`src/rtl/core/sexpr_pkg.sv`:
```
package sexpr_pkg;

	// Lexer modes
	localparam logic [2:0] MODE_IDLE    = 3'd0;
	localparam logic [2:0] MODE_ATOM    = 3'd1;
	localparam logic [2:0] MODE_STR     = 3'd2;
	localparam logic [2:0] MODE_STRBS   = 3'd3;
	localparam logic [2:0] MODE_COMMA   = 3'd4;
	localparam logic [2:0] MODE_COMMENT = 3'd5;
	localparam logic [2:0] MODE_DISCARD = 3'd6;

	// Token kinds
	localparam logic [3:0] KIND_ATOM    = 4'd0;
	localparam logic [3:0] KIND_STRING  = 4'd1;
	localparam logic [3:0] KIND_OPEN    = 4'd2;
	localparam logic [3:0] KIND_CLOSE   = 4'd3;
	localparam logic [3:0] KIND_QUOTE   = 4'd4;
	localparam logic [3:0] KIND_QUASI   = 4'd5;
	localparam logic [3:0] KIND_UNQUOTE = 4'd6;
	localparam logic [3:0] KIND_SPLICE  = 4'd7;
	localparam logic [3:0] KIND_DOT     = 4'd8;

	// Characters with a special role
	localparam logic [7:0] CH_NUL    = 8'h00;
	localparam logic [7:0] CH_TAB    = 8'h09;
	localparam logic [7:0] CH_LF     = 8'h0A;
	localparam logic [7:0] CH_CR     = 8'h0D;
	localparam logic [7:0] CH_SPACE  = 8'h20;
	localparam logic [7:0] CH_DQUOTE = 8'h22;
	localparam logic [7:0] CH_SQUOTE = 8'h27;
	localparam logic [7:0] CH_LPAREN = 8'h28;
	localparam logic [7:0] CH_RPAREN = 8'h29;
	localparam logic [7:0] CH_COMMA  = 8'h2C;
	localparam logic [7:0] CH_DOT    = 8'h2E;
	localparam logic [7:0] CH_SEMI   = 8'h3B;
	localparam logic [7:0] CH_AT     = 8'h40;
	localparam logic [7:0] CH_BSLASH = 8'h5C;
	localparam logic [7:0] CH_BTICK  = 8'h60;

	localparam int unsigned MAX_RES = 4;

	typedef struct packed {
		logic [7:0] tchar;
		logic [3:0] kind;
		logic       first;
		logic       last;
		logic       err;
		logic       run_last;
	} token_t;

	typedef struct packed {
		token_t [MAX_RES-1:0] res;
		logic   [2:0]         cnt;
	} res_set_t;

endpackage

```
`src/rtl/core/sexpr_tokenizer_unit.sv`:
```
// S-expression tokenizer. Source bytes enter on the text channel, one per
// request, with line_end set on the last byte of each line; tokens leave on
// the token channel one byte per request, with first/last marks, the token
// kind, and last_of_run on the final result caused by each input byte. A byte
// passes from the input register to the result queue once the queue has room,
// and its results are offered from there. The block takes one byte per cycle
// as long as each byte yields at most one result and the token side does not
// stall; a byte that yields several results keeps the queue until its last
// result leaves and stalls the input meanwhile, since the result queue hands
// out one result per cycle. Bytes that yield nothing still pass through the
// input register.
module sexpr_tokenizer_unit (
	input  logic       clk,
	input  logic       arst_n,
	input  logic       text_valid,
	output logic       text_stall,
	input  logic [7:0] text_byte,
	input  logic       line_end,
	output logic       token_valid,
	input  logic       token_stall,
	output logic [7:0] token_char,
	output logic [3:0] token_kind,
	output logic       token_first,
	output logic       token_last,
	output logic       open_string_error,
	output logic       last_of_run
);

	logic                valid_s1;
	logic [7:0]          byte_s1;
	logic                eol_s1;
	logic                room;
	logic                advance;
	sexpr_pkg::res_set_t rset;

	assign advance    = valid_s1 && room;
	assign text_stall = valid_s1 && !room;

	always_ff @(posedge clk or negedge arst_n) begin
		if (!arst_n) begin
			valid_s1 <= 1'b0;
		end else if (text_valid && !text_stall) begin
			valid_s1 <= 1'b1;
		end else if (advance) begin
			valid_s1 <= 1'b0;
		end
	end

	always_ff @(posedge clk) begin
		if (text_valid && !text_stall) begin
			byte_s1 <= text_byte;
			eol_s1  <= line_end;
		end
	end

	sexpr_lex_core u_lex (
		.clk     (clk),
		.arst_n  (arst_n),
		.byte_s1 (byte_s1),
		.eol_s1  (eol_s1),
		.advance (advance),
		.rset    (rset)
	);

	sexpr_result_buf u_buf (
		.clk               (clk),
		.arst_n            (arst_n),
		.load              (advance),
		.rset              (rset),
		.room              (room),
		.token_valid       (token_valid),
		.token_stall       (token_stall),
		.token_char        (token_char),
		.token_kind        (token_kind),
		.token_first       (token_first),
		.token_last        (token_last),
		.open_string_error (open_string_error),
		.last_of_run       (last_of_run)
	);

endmodule

```
`src/rtl/core/sexpr_lex_core.sv`:
```
module sexpr_lex_core (
	input  logic                clk,
	input  logic                arst_n,
	input  logic [7:0]          byte_s1,
	input  logic                eol_s1,
	input  logic                advance,
	output sexpr_pkg::res_set_t rset
);

	typedef struct packed {
		logic [2:0]                     mode;
		logic [7:0]                     hchar;
		logic                           hvalid;
		logic [3:0]                     hkind;
		logic                           hfirst;
		sexpr_pkg::token_t [3:0]        res;
		logic [2:0]                     cnt;
	} ctx_t;

	logic [2:0] mode_q;
	logic [7:0] held_char_q;
	logic       held_valid_q;
	logic [3:0] held_kind_q;
	logic       held_first_q;
	ctx_t       nxt;

	function automatic logic is_space(input logic [7:0] ch);
		return ch == sexpr_pkg::CH_SPACE || ch == sexpr_pkg::CH_TAB ||
			ch == sexpr_pkg::CH_LF || ch == sexpr_pkg::CH_CR;
	endfunction

	function automatic logic is_delim(input logic [7:0] ch);
		return is_space(ch) || ch == sexpr_pkg::CH_LPAREN || ch == sexpr_pkg::CH_RPAREN ||
			ch == sexpr_pkg::CH_DQUOTE || ch == sexpr_pkg::CH_SQUOTE ||
			ch == sexpr_pkg::CH_BTICK || ch == sexpr_pkg::CH_COMMA ||
			ch == sexpr_pkg::CH_SEMI;
	endfunction

	function automatic ctx_t emit(input ctx_t c, input logic [7:0] ch, input logic [3:0] k,
			input logic f, input logic l, input logic e);
		ctx_t r;
		r = c;
		// drop anything past the result limit
		if (c.cnt < 3'(sexpr_pkg::MAX_RES)) begin
			r.res[c.cnt[1:0]].tchar    = ch;
			r.res[c.cnt[1:0]].kind     = k;
			r.res[c.cnt[1:0]].first    = f;
			r.res[c.cnt[1:0]].last     = l;
			r.res[c.cnt[1:0]].err      = e;
			r.res[c.cnt[1:0]].run_last = 1'b0;
			r.cnt = c.cnt + 3'd1;
		end
		return r;
	endfunction

	function automatic ctx_t push(input ctx_t c, input logic [7:0] ch, input logic [3:0] k,
			input logic f);
		ctx_t r;
		r = c;
		if (c.hvalid)
			r = emit(r, c.hchar, c.hkind, c.hfirst, 1'b0, 1'b0);
		r.hchar  = ch;
		r.hkind  = k;
		r.hfirst = f;
		r.hvalid = 1'b1;
		return r;
	endfunction

	function automatic ctx_t finish(input ctx_t c, input logic e);
		ctx_t r;
		r = c;
		if (c.hvalid)
			r = emit(r, c.hchar, c.hkind, c.hfirst, 1'b1, e);
		r.hvalid = 1'b0;
		r.hfirst = 1'b0;
		return r;
	endfunction

	function automatic ctx_t lex_idle(input ctx_t c, input logic [7:0] ch);
		ctx_t r;
		r = c;
		if (is_space(ch)) begin
			r = c;
		end else if (ch == sexpr_pkg::CH_SEMI) begin
			r.mode = sexpr_pkg::MODE_COMMENT;
		end else if (ch == sexpr_pkg::CH_COMMA) begin
			r = push(r, ch, sexpr_pkg::KIND_UNQUOTE, 1'b1);
			r.mode = sexpr_pkg::MODE_COMMA;
		end else if (ch == sexpr_pkg::CH_LPAREN) begin
			r = emit(r, ch, sexpr_pkg::KIND_OPEN, 1'b1, 1'b1, 1'b0);
		end else if (ch == sexpr_pkg::CH_RPAREN) begin
			r = emit(r, ch, sexpr_pkg::KIND_CLOSE, 1'b1, 1'b1, 1'b0);
		end else if (ch == sexpr_pkg::CH_SQUOTE) begin
			r = emit(r, ch, sexpr_pkg::KIND_QUOTE, 1'b1, 1'b1, 1'b0);
		end else if (ch == sexpr_pkg::CH_BTICK) begin
			r = emit(r, ch, sexpr_pkg::KIND_QUASI, 1'b1, 1'b1, 1'b0);
		end else if (ch == sexpr_pkg::CH_DOT) begin
			r = emit(r, ch, sexpr_pkg::KIND_DOT, 1'b1, 1'b1, 1'b0);
		end else if (ch == sexpr_pkg::CH_DQUOTE) begin
			r = push(r, ch, sexpr_pkg::KIND_STRING, 1'b1);
			r.mode = sexpr_pkg::MODE_STR;
		end else begin
			r = push(r, ch, sexpr_pkg::KIND_ATOM, 1'b1);
			r.mode = sexpr_pkg::MODE_ATOM;
		end
		return r;
	endfunction

	function automatic ctx_t lex(input ctx_t c, input logic [7:0] ch);
		ctx_t r;
		r = c;
		unique case (c.mode)
			sexpr_pkg::MODE_IDLE: begin
				r = lex_idle(r, ch);
			end
			sexpr_pkg::MODE_ATOM: begin
				if (is_delim(ch)) begin
					r = finish(r, 1'b0);
					r.mode = sexpr_pkg::MODE_IDLE;
					r = lex_idle(r, ch);
				end else begin
					r = push(r, ch, sexpr_pkg::KIND_ATOM, 1'b0);
				end
			end
			sexpr_pkg::MODE_COMMA: begin
				if (ch == sexpr_pkg::CH_AT) begin
					// retag the held comma, then close the pair
					r.hkind = sexpr_pkg::KIND_SPLICE;
					r = push(r, ch, sexpr_pkg::KIND_SPLICE, 1'b0);
					r = finish(r, 1'b0);
					r.mode = sexpr_pkg::MODE_IDLE;
				end else begin
					r = finish(r, 1'b0);
					r.mode = sexpr_pkg::MODE_IDLE;
					r = lex_idle(r, ch);
				end
			end
			sexpr_pkg::MODE_STR: begin
				if (ch == sexpr_pkg::CH_DQUOTE) begin
					r = finish(r, 1'b0);
					r.mode = sexpr_pkg::MODE_IDLE;
				end else if (ch == sexpr_pkg::CH_BSLASH) begin
					r.mode = sexpr_pkg::MODE_STRBS;
				end else begin
					r = push(r, ch, sexpr_pkg::KIND_STRING, 1'b0);
				end
			end
			sexpr_pkg::MODE_STRBS: begin
				if (ch == sexpr_pkg::CH_DQUOTE) begin
					r = push(r, sexpr_pkg::CH_DQUOTE, sexpr_pkg::KIND_STRING, 1'b0);
					r.mode = sexpr_pkg::MODE_STR;
				end else if (ch == sexpr_pkg::CH_BSLASH) begin
					r = push(r, sexpr_pkg::CH_BSLASH, sexpr_pkg::KIND_STRING, 1'b0);
				end else begin
					r = push(r, sexpr_pkg::CH_BSLASH, sexpr_pkg::KIND_STRING, 1'b0);
					r = push(r, ch, sexpr_pkg::KIND_STRING, 1'b0);
					r.mode = sexpr_pkg::MODE_STR;
				end
			end
			sexpr_pkg::MODE_COMMENT: begin
				if (ch == sexpr_pkg::CH_LF)
					r.mode = sexpr_pkg::MODE_IDLE;
			end
			default: begin
				r = c;
			end
		endcase
		return r;
	endfunction

	function automatic ctx_t end_line(input ctx_t c);
		ctx_t r;
		r = lex(c, sexpr_pkg::CH_SPACE);
		if (r.mode inside {sexpr_pkg::MODE_STR, sexpr_pkg::MODE_STRBS}) begin
			r = finish(r, 1'b1);
			r.mode = sexpr_pkg::MODE_IDLE;
		end else if (r.mode == sexpr_pkg::MODE_COMMENT) begin
			r.mode = sexpr_pkg::MODE_IDLE;
		end
		return r;
	endfunction

	always_comb begin
		ctx_t c;
		c.mode   = (mode_q > sexpr_pkg::MODE_DISCARD) ? sexpr_pkg::MODE_IDLE : mode_q;
		c.hchar  = held_char_q;
		c.hvalid = held_valid_q;
		c.hkind  = held_kind_q;
		c.hfirst = held_first_q;
		c.res    = '0;
		c.cnt    = 3'd0;
		if (c.mode == sexpr_pkg::MODE_DISCARD) begin
			if (eol_s1)
				c.mode = sexpr_pkg::MODE_IDLE;
		end else if (byte_s1 == sexpr_pkg::CH_NUL) begin
			// NUL closes the line early; skip up to the flagged end
			c = end_line(c);
			c.mode = eol_s1 ? sexpr_pkg::MODE_IDLE : sexpr_pkg::MODE_DISCARD;
		end else begin
			c = lex(c, byte_s1);
			if (eol_s1)
				c = end_line(c);
		end
		for (int i = 0; i < sexpr_pkg::MAX_RES; i++) begin
			if (c.cnt == 3'(i + 1))
				c.res[i].run_last = 1'b1;
		end
		nxt = c;
	end

	assign rset.res = nxt.res;
	assign rset.cnt = nxt.cnt;

	always_ff @(posedge clk or negedge arst_n) begin
		if (!arst_n) begin
			mode_q       <= sexpr_pkg::MODE_IDLE;
			held_char_q  <= 8'd0;
			held_valid_q <= 1'b0;
			held_kind_q  <= 4'd0;
			held_first_q <= 1'b0;
		end else if (advance) begin
			mode_q       <= nxt.mode;
			held_char_q  <= nxt.hchar;
			held_valid_q <= nxt.hvalid;
			held_kind_q  <= nxt.hkind;
			held_first_q <= nxt.hfirst;
		end
	end

endmodule

```
`src/rtl/core/sexpr_result_buf.sv`:
```
module sexpr_result_buf (
	input  logic                clk,
	input  logic                arst_n,
	input  logic                load,
	input  sexpr_pkg::res_set_t rset,
	output logic                room,
	output logic                token_valid,
	input  logic                token_stall,
	output logic [7:0]          token_char,
	output logic [3:0]          token_kind,
	output logic                token_first,
	output logic                token_last,
	output logic                open_string_error,
	output logic                last_of_run
);

	sexpr_pkg::token_t buf_q [sexpr_pkg::MAX_RES];
	logic [2:0]        cnt_q;
	logic              pop;

	assign token_valid = cnt_q != 3'd0;
	assign pop         = token_valid && !token_stall;
	// take a new set once the last pending result leaves
	assign room        = (cnt_q == 3'd0) || (cnt_q == 3'd1 && pop);

	assign token_char        = buf_q[0].tchar;
	assign token_kind        = buf_q[0].kind;
	assign token_first       = buf_q[0].first;
	assign token_last        = buf_q[0].last;
	assign open_string_error = buf_q[0].err;
	assign last_of_run       = buf_q[0].run_last;

	always_ff @(posedge clk or negedge arst_n) begin
		if (!arst_n) begin
			cnt_q <= 3'd0;
		end else if (load) begin
			cnt_q <= rset.cnt;
		end else if (pop) begin
			cnt_q <= cnt_q - 3'd1;
		end
	end

	always_ff @(posedge clk) begin
		if (load) begin
			for (int i = 0; i < sexpr_pkg::MAX_RES; i++)
				buf_q[i] <= rset.res[i];
		end else if (pop) begin
			// advance the queue by one
			for (int i = 0; i < sexpr_pkg::MAX_RES - 1; i++)
				buf_q[i] <= buf_q[i+1];
		end
	end

endmodule

```
`config.mk`:
```
export PLATFORM = sky130hd
export DESIGN_NAME = sexpr_tokenizer_unit
export DESIGN_NICKNAME = d
export VERILOG_FILES = /design/src/rtl/core/sexpr_pkg.sv /design/src/rtl/core/sexpr_tokenizer_unit.sv /design/src/rtl/core/sexpr_lex_core.sv /design/src/rtl/core/sexpr_result_buf.sv
export SDC_FILE = /design/constraint.sdc
export NUM_CORES = 1
export LEC_CHECK = 0
export BUFFER_PORTS_ARGS = -buffer_cell sky130_fd_sc_hd__clkbuf_2
export CAP_MARGIN = 20
export CORE_AREA = 3 3 125 157
export CTS_BUF_LIST = sky130_fd_sc_hd__clkbuf_8 sky130_fd_sc_hd__clkbuf_16
export CTS_CLUSTER_SIZE = 20
export DETAILED_ROUTE_END_ITERATION = 10
export DIE_AREA = 0 0 128 160
export GPL_TIMING_DRIVEN = 0
export PLACE_DENSITY = 0.66
export SLEW_MARGIN = 20
export SYNTH_ARGS = -nofsm -noshare
export SYNTH_HDL_FRONTEND = slang
export SYNTH_HIERARCHICAL = 1
export SYNTH_SLANG_ARGS = --single-unit
export TNS_END_PERCENT = 5
```
`constraint.sdc`:
```
create_clock -name clk -period 7.6 [get_ports clk]
set_input_delay 0.76 -clock clk [delete_from_list [all_inputs] [get_ports clk]]
set_output_delay 0.76 -clock clk [all_outputs]
set_load 0.1 [all_outputs]
```
==> impl_metrics.csv <==
group,metric,value,unit
run_status,outcome,"complete, no violations",
yosys,netlist_area,9050,sq um
cts,cts_max_level,3,
yosys,syn_inst,1060,
place,io_buffer_count,30,
yosys,synth_ff_type,"edfxtp_1",
yosys,synthArstFlopShare,22.3,%
global_route,grt_first_pass_wirelength,52200,um
global_route,grt_pass1_vias,8540,
global_route,use_met3,4.65,%
layout,filler_cell_count,1737,
layout,nets,1145,
worst_setup_path,cp-end-kind,"flip-flop",
worst_setup_path,regToRegStartpoint,"byte_s1[6]$_DFFE_PP_",
layout,ff_latch_area,2720,sq um
yosys,synth_area_leaders,"edfxtp_1 (24%), buf_4 (6.7%), dfrtp_1 (5.8%)",
cts,clockBufferDepth,2,
timing,finalCritPeriodShare,93.2,%
detailed_routing,dr.pass1.iters,7,
detailed_routing,drc_errors,0,
cts,cts.clk_slew.worst_paths,0.07,ns
detailed_routing,post_drt_wl_per_cell,26.0,um
floorplanning,fp.dieH,160,um
detailed_routing,drt-vias-per-instance,6.72,
timing,finClkSkew,0.00735,ns
timing,worst_pin_slew,1.15,ns
yosys,yosys.area.top_type_share,24.2,%
detailed_routing,totalWireLength,34800,um
global_route,global_route.usage.met2,55.3,%
place,post-place-ws,0.424,ns
worst_setup_path,r2r_cells,24,
yosys,postSynthAreaPerCell,8.54,sq um
cts,cts_tree,"done",
cts,numClockSinks,94,
timing,drv_slew,0,
floorplanning,start_util,49.8,%
global_route,groute.usage.overall,33.5,%
worst_setup_path,worstPathArrival,7.18,ns
place,gp_congestion,1.01,
global_route,grt_busiest_layer,"met2",
detailed_routing,num_vias,8998,
floorplanning,io_pins,31,
worst_setup_path,cp-start-kind,"flip-flop",
layout,final_layout_size_suffix_gt1_share,21.9,%
floorplanning,core-area,18200,sq um
global_route,grt_max_degree,26,
hold_path,holdCritPathClass,"primary input to async pin",
floorplanning,row_count,55,
global_route,grt_antenna_before_repair,0,
layout,areaGrowthSynthToFinish,9.39,%
yosys,yosysUniqueCellTypes,98,
yosys,yosys_warnings,6,
timing,fin_ws,0.518,ns
timing,final-setup-viol-count,0,
floorplanning,dieArea,20500,sq um
layout,multi_input_area,5320,sq um
worst_setup_path,crit_path_max_fanout,10,
timing,min_period,7.08,ns
timing,slew_headroom,23.2,%
timing,rsz0062_at_grt,"false",
worst_setup_path,r2r_end,"u_buf/buf_q[0][15]$_DFFE_PP_",
global_route,overflow,0,
worst_setup_path,rrSetupSlack,0.52,ns
worst_setup_path,required,7.70,ns
yosys,syn_nets,1099,
detailed_routing,ant_nets,0,
detailed_routing,drt-initial-drc-count,1132,
cts,root_buffer,"clkbuf_16",
worst_setup_path,cp-endpoint,"u_buf/buf_q[0][15]$_DFFE_PP_",
global_route,gr-usage-met1,41.9,%
yosys,seq_area_frac_synth,30.0,%
timing,holdWs,0.434,ns
worst_setup_path,crit_start,"byte_s1[6]$_DFFE_PP_",
yosys,ys_ff_latch,94,
timing,max_freq,0.141,GHz
yosys,synth_edf_count,73,
cts,clk_latency,0.35,ns
yosys,yosysTopAreaCell,"edfxtp_1",
floorplanning,die_w,128,um
layout,diodes,0,
place,dp_hpwl,27300,um
timing,fin_tns_setup,0,ns
layout,final_util,54.5,%
cts,numCtsBuffers,9,
timing,final_hold_viol_count,0,
worst_setup_path,path_class,"flip-flop to flip-flop",
run,maxCapViolations,0,
## cells in the mapped netlist, drive strengths merged (11+ instances only)
cell      n
o21ai    85
buf     108
nor4     13
nand3    35
ha       26
mux2     50
nor2b    14
a31oi    27
dfrtp    21
or3      11
nor3     23
nand4    13
clkbuf   41
nor2     74
edfxtp   73
nand2    91
nand2b   11
a22o     28
and2     14
inv      34
a21oi    85
## per-stage QoR
stage,instances,cell area [sq um]
3_5_place_dp,1323,9570
4_1_cts,1339,9880
6_report,1339,9900
3_3_place_gp,1318,9490
5_1_grt,1339,9900
2_1_floorplan,1060,9050
## state kept, by name (all words and copies together) (netlist names)
signal / flops
valid_s1: 1
eol_s1: 1
byte_s1: 8
u_buf/buf_q: 64
u_lex/held_valid_q: 1
u_lex/held_kind_q: 4
u_buf/cnt_q: 3
u_lex/held_first_q: 1
u_lex/held_char_q: 8
u_lex/mode_q: 3
## what timing repair did
| item | in CTS | in global routing |
|---|---|---|
| resized for setup | 0 | 3 |
| hold buffers | 0 | 0 |
| buffers inserted | 0 | 0 |
| setup endpoints to repair | 0 | 7 |
## worst max-delay path, cell delays in order (launching register included)
cell      delay [ns]
edfxtp_1        0.42
clkbuf_1        0.31
nor4_1          0.97
o211a_1         0.34
or2_1           0.11
buf_2           0.25
nor4_1          0.10
a211oi_1        0.59
a311oi_4        0.31
inv_2           0.18
ha_1            0.23
nor2b_1         0.32
nand2_1         0.21
nand2_1         0.14
o22a_1          0.17
mux2i_1         0.12
inv_1           0.14
ha_1            0.17
o21ai_0         0.13
a211oi_2        0.47
nor2_1          0.24
a221oi_1        0.35
nor2_1          0.14
buf_4           0.15
mux2_2          0.25
## cells in the final DEF, fill, tap and decap left out, types with 27 or more instances in the layout
cell type	Yosys	routed
o21ai_0	83	83
mux2_2	30	30
inv_1	32	32
edfxtp_1	73	73
clkbuf_1	41	41
a21oi_1	85	85
buf_4	81	81
nand2_1	91	91
a31oi_1	27	27
nor2_1	73	73
a22o_1	28	28
nand3_1	35	35
clkbuf_2	0	30
## cell families after synthesis
group,Yosys count,share of synthesized area (%)
AO/OA/AOI/OAI,358,26.8
XOR/XNOR,6,0.581
adder cells (fa/ha/maj),26,3.59
buffers and inverters,184,11.8
flip-flops,94,30.0
multiplexers,59,8.05
AND/OR/NAND/NOR,333,19.2
## area by class of cell
cell class                 instances  area share, %
multi-input combinational        782           53.7
sequential                        94           27.4
buffer                           149           9.43
tap                              228           2.88
clock buffer                       9           2.27
timing repair buffer              35           2.05
inverter                          35           1.33
clock inverter                     7          0.910
## per-layer routing
layer	share of wire (%)	vias up
met2	48	531
met3	7.4	137
met4	6.5	0
met5	0	-
li1	-	4031
met1	39	4299
## how the worst min path moves through the flow
stage                                       from                      endpoint  slack (ns)  cells after the start
floorplan                                 arst_n    u_buf/cnt_q[0]$_DFFE_PN0P_        0.46                      0
global placement            valid_s1$_DFFE_PN0P_          valid_s1$_DFFE_PN0P_        0.52                      2
detailed placement  u_buf/buf_q[0][63]$_DFFE_PP_  u_buf/buf_q[0][47]$_DFFE_PP_        0.53                      1
CTS                                       arst_n    u_buf/cnt_q[2]$_DFFE_PN0P_        0.44                      1
global route                              arst_n    u_buf/cnt_q[0]$_DFFE_PN0P_        0.46                      1
finish                                    arst_n    u_buf/cnt_q[2]$_DFFE_PN0P_        0.43                      1
Power is not shown: default switching activity piles up to over one toggle a cycle in this logic, so the estimate is an artifact.
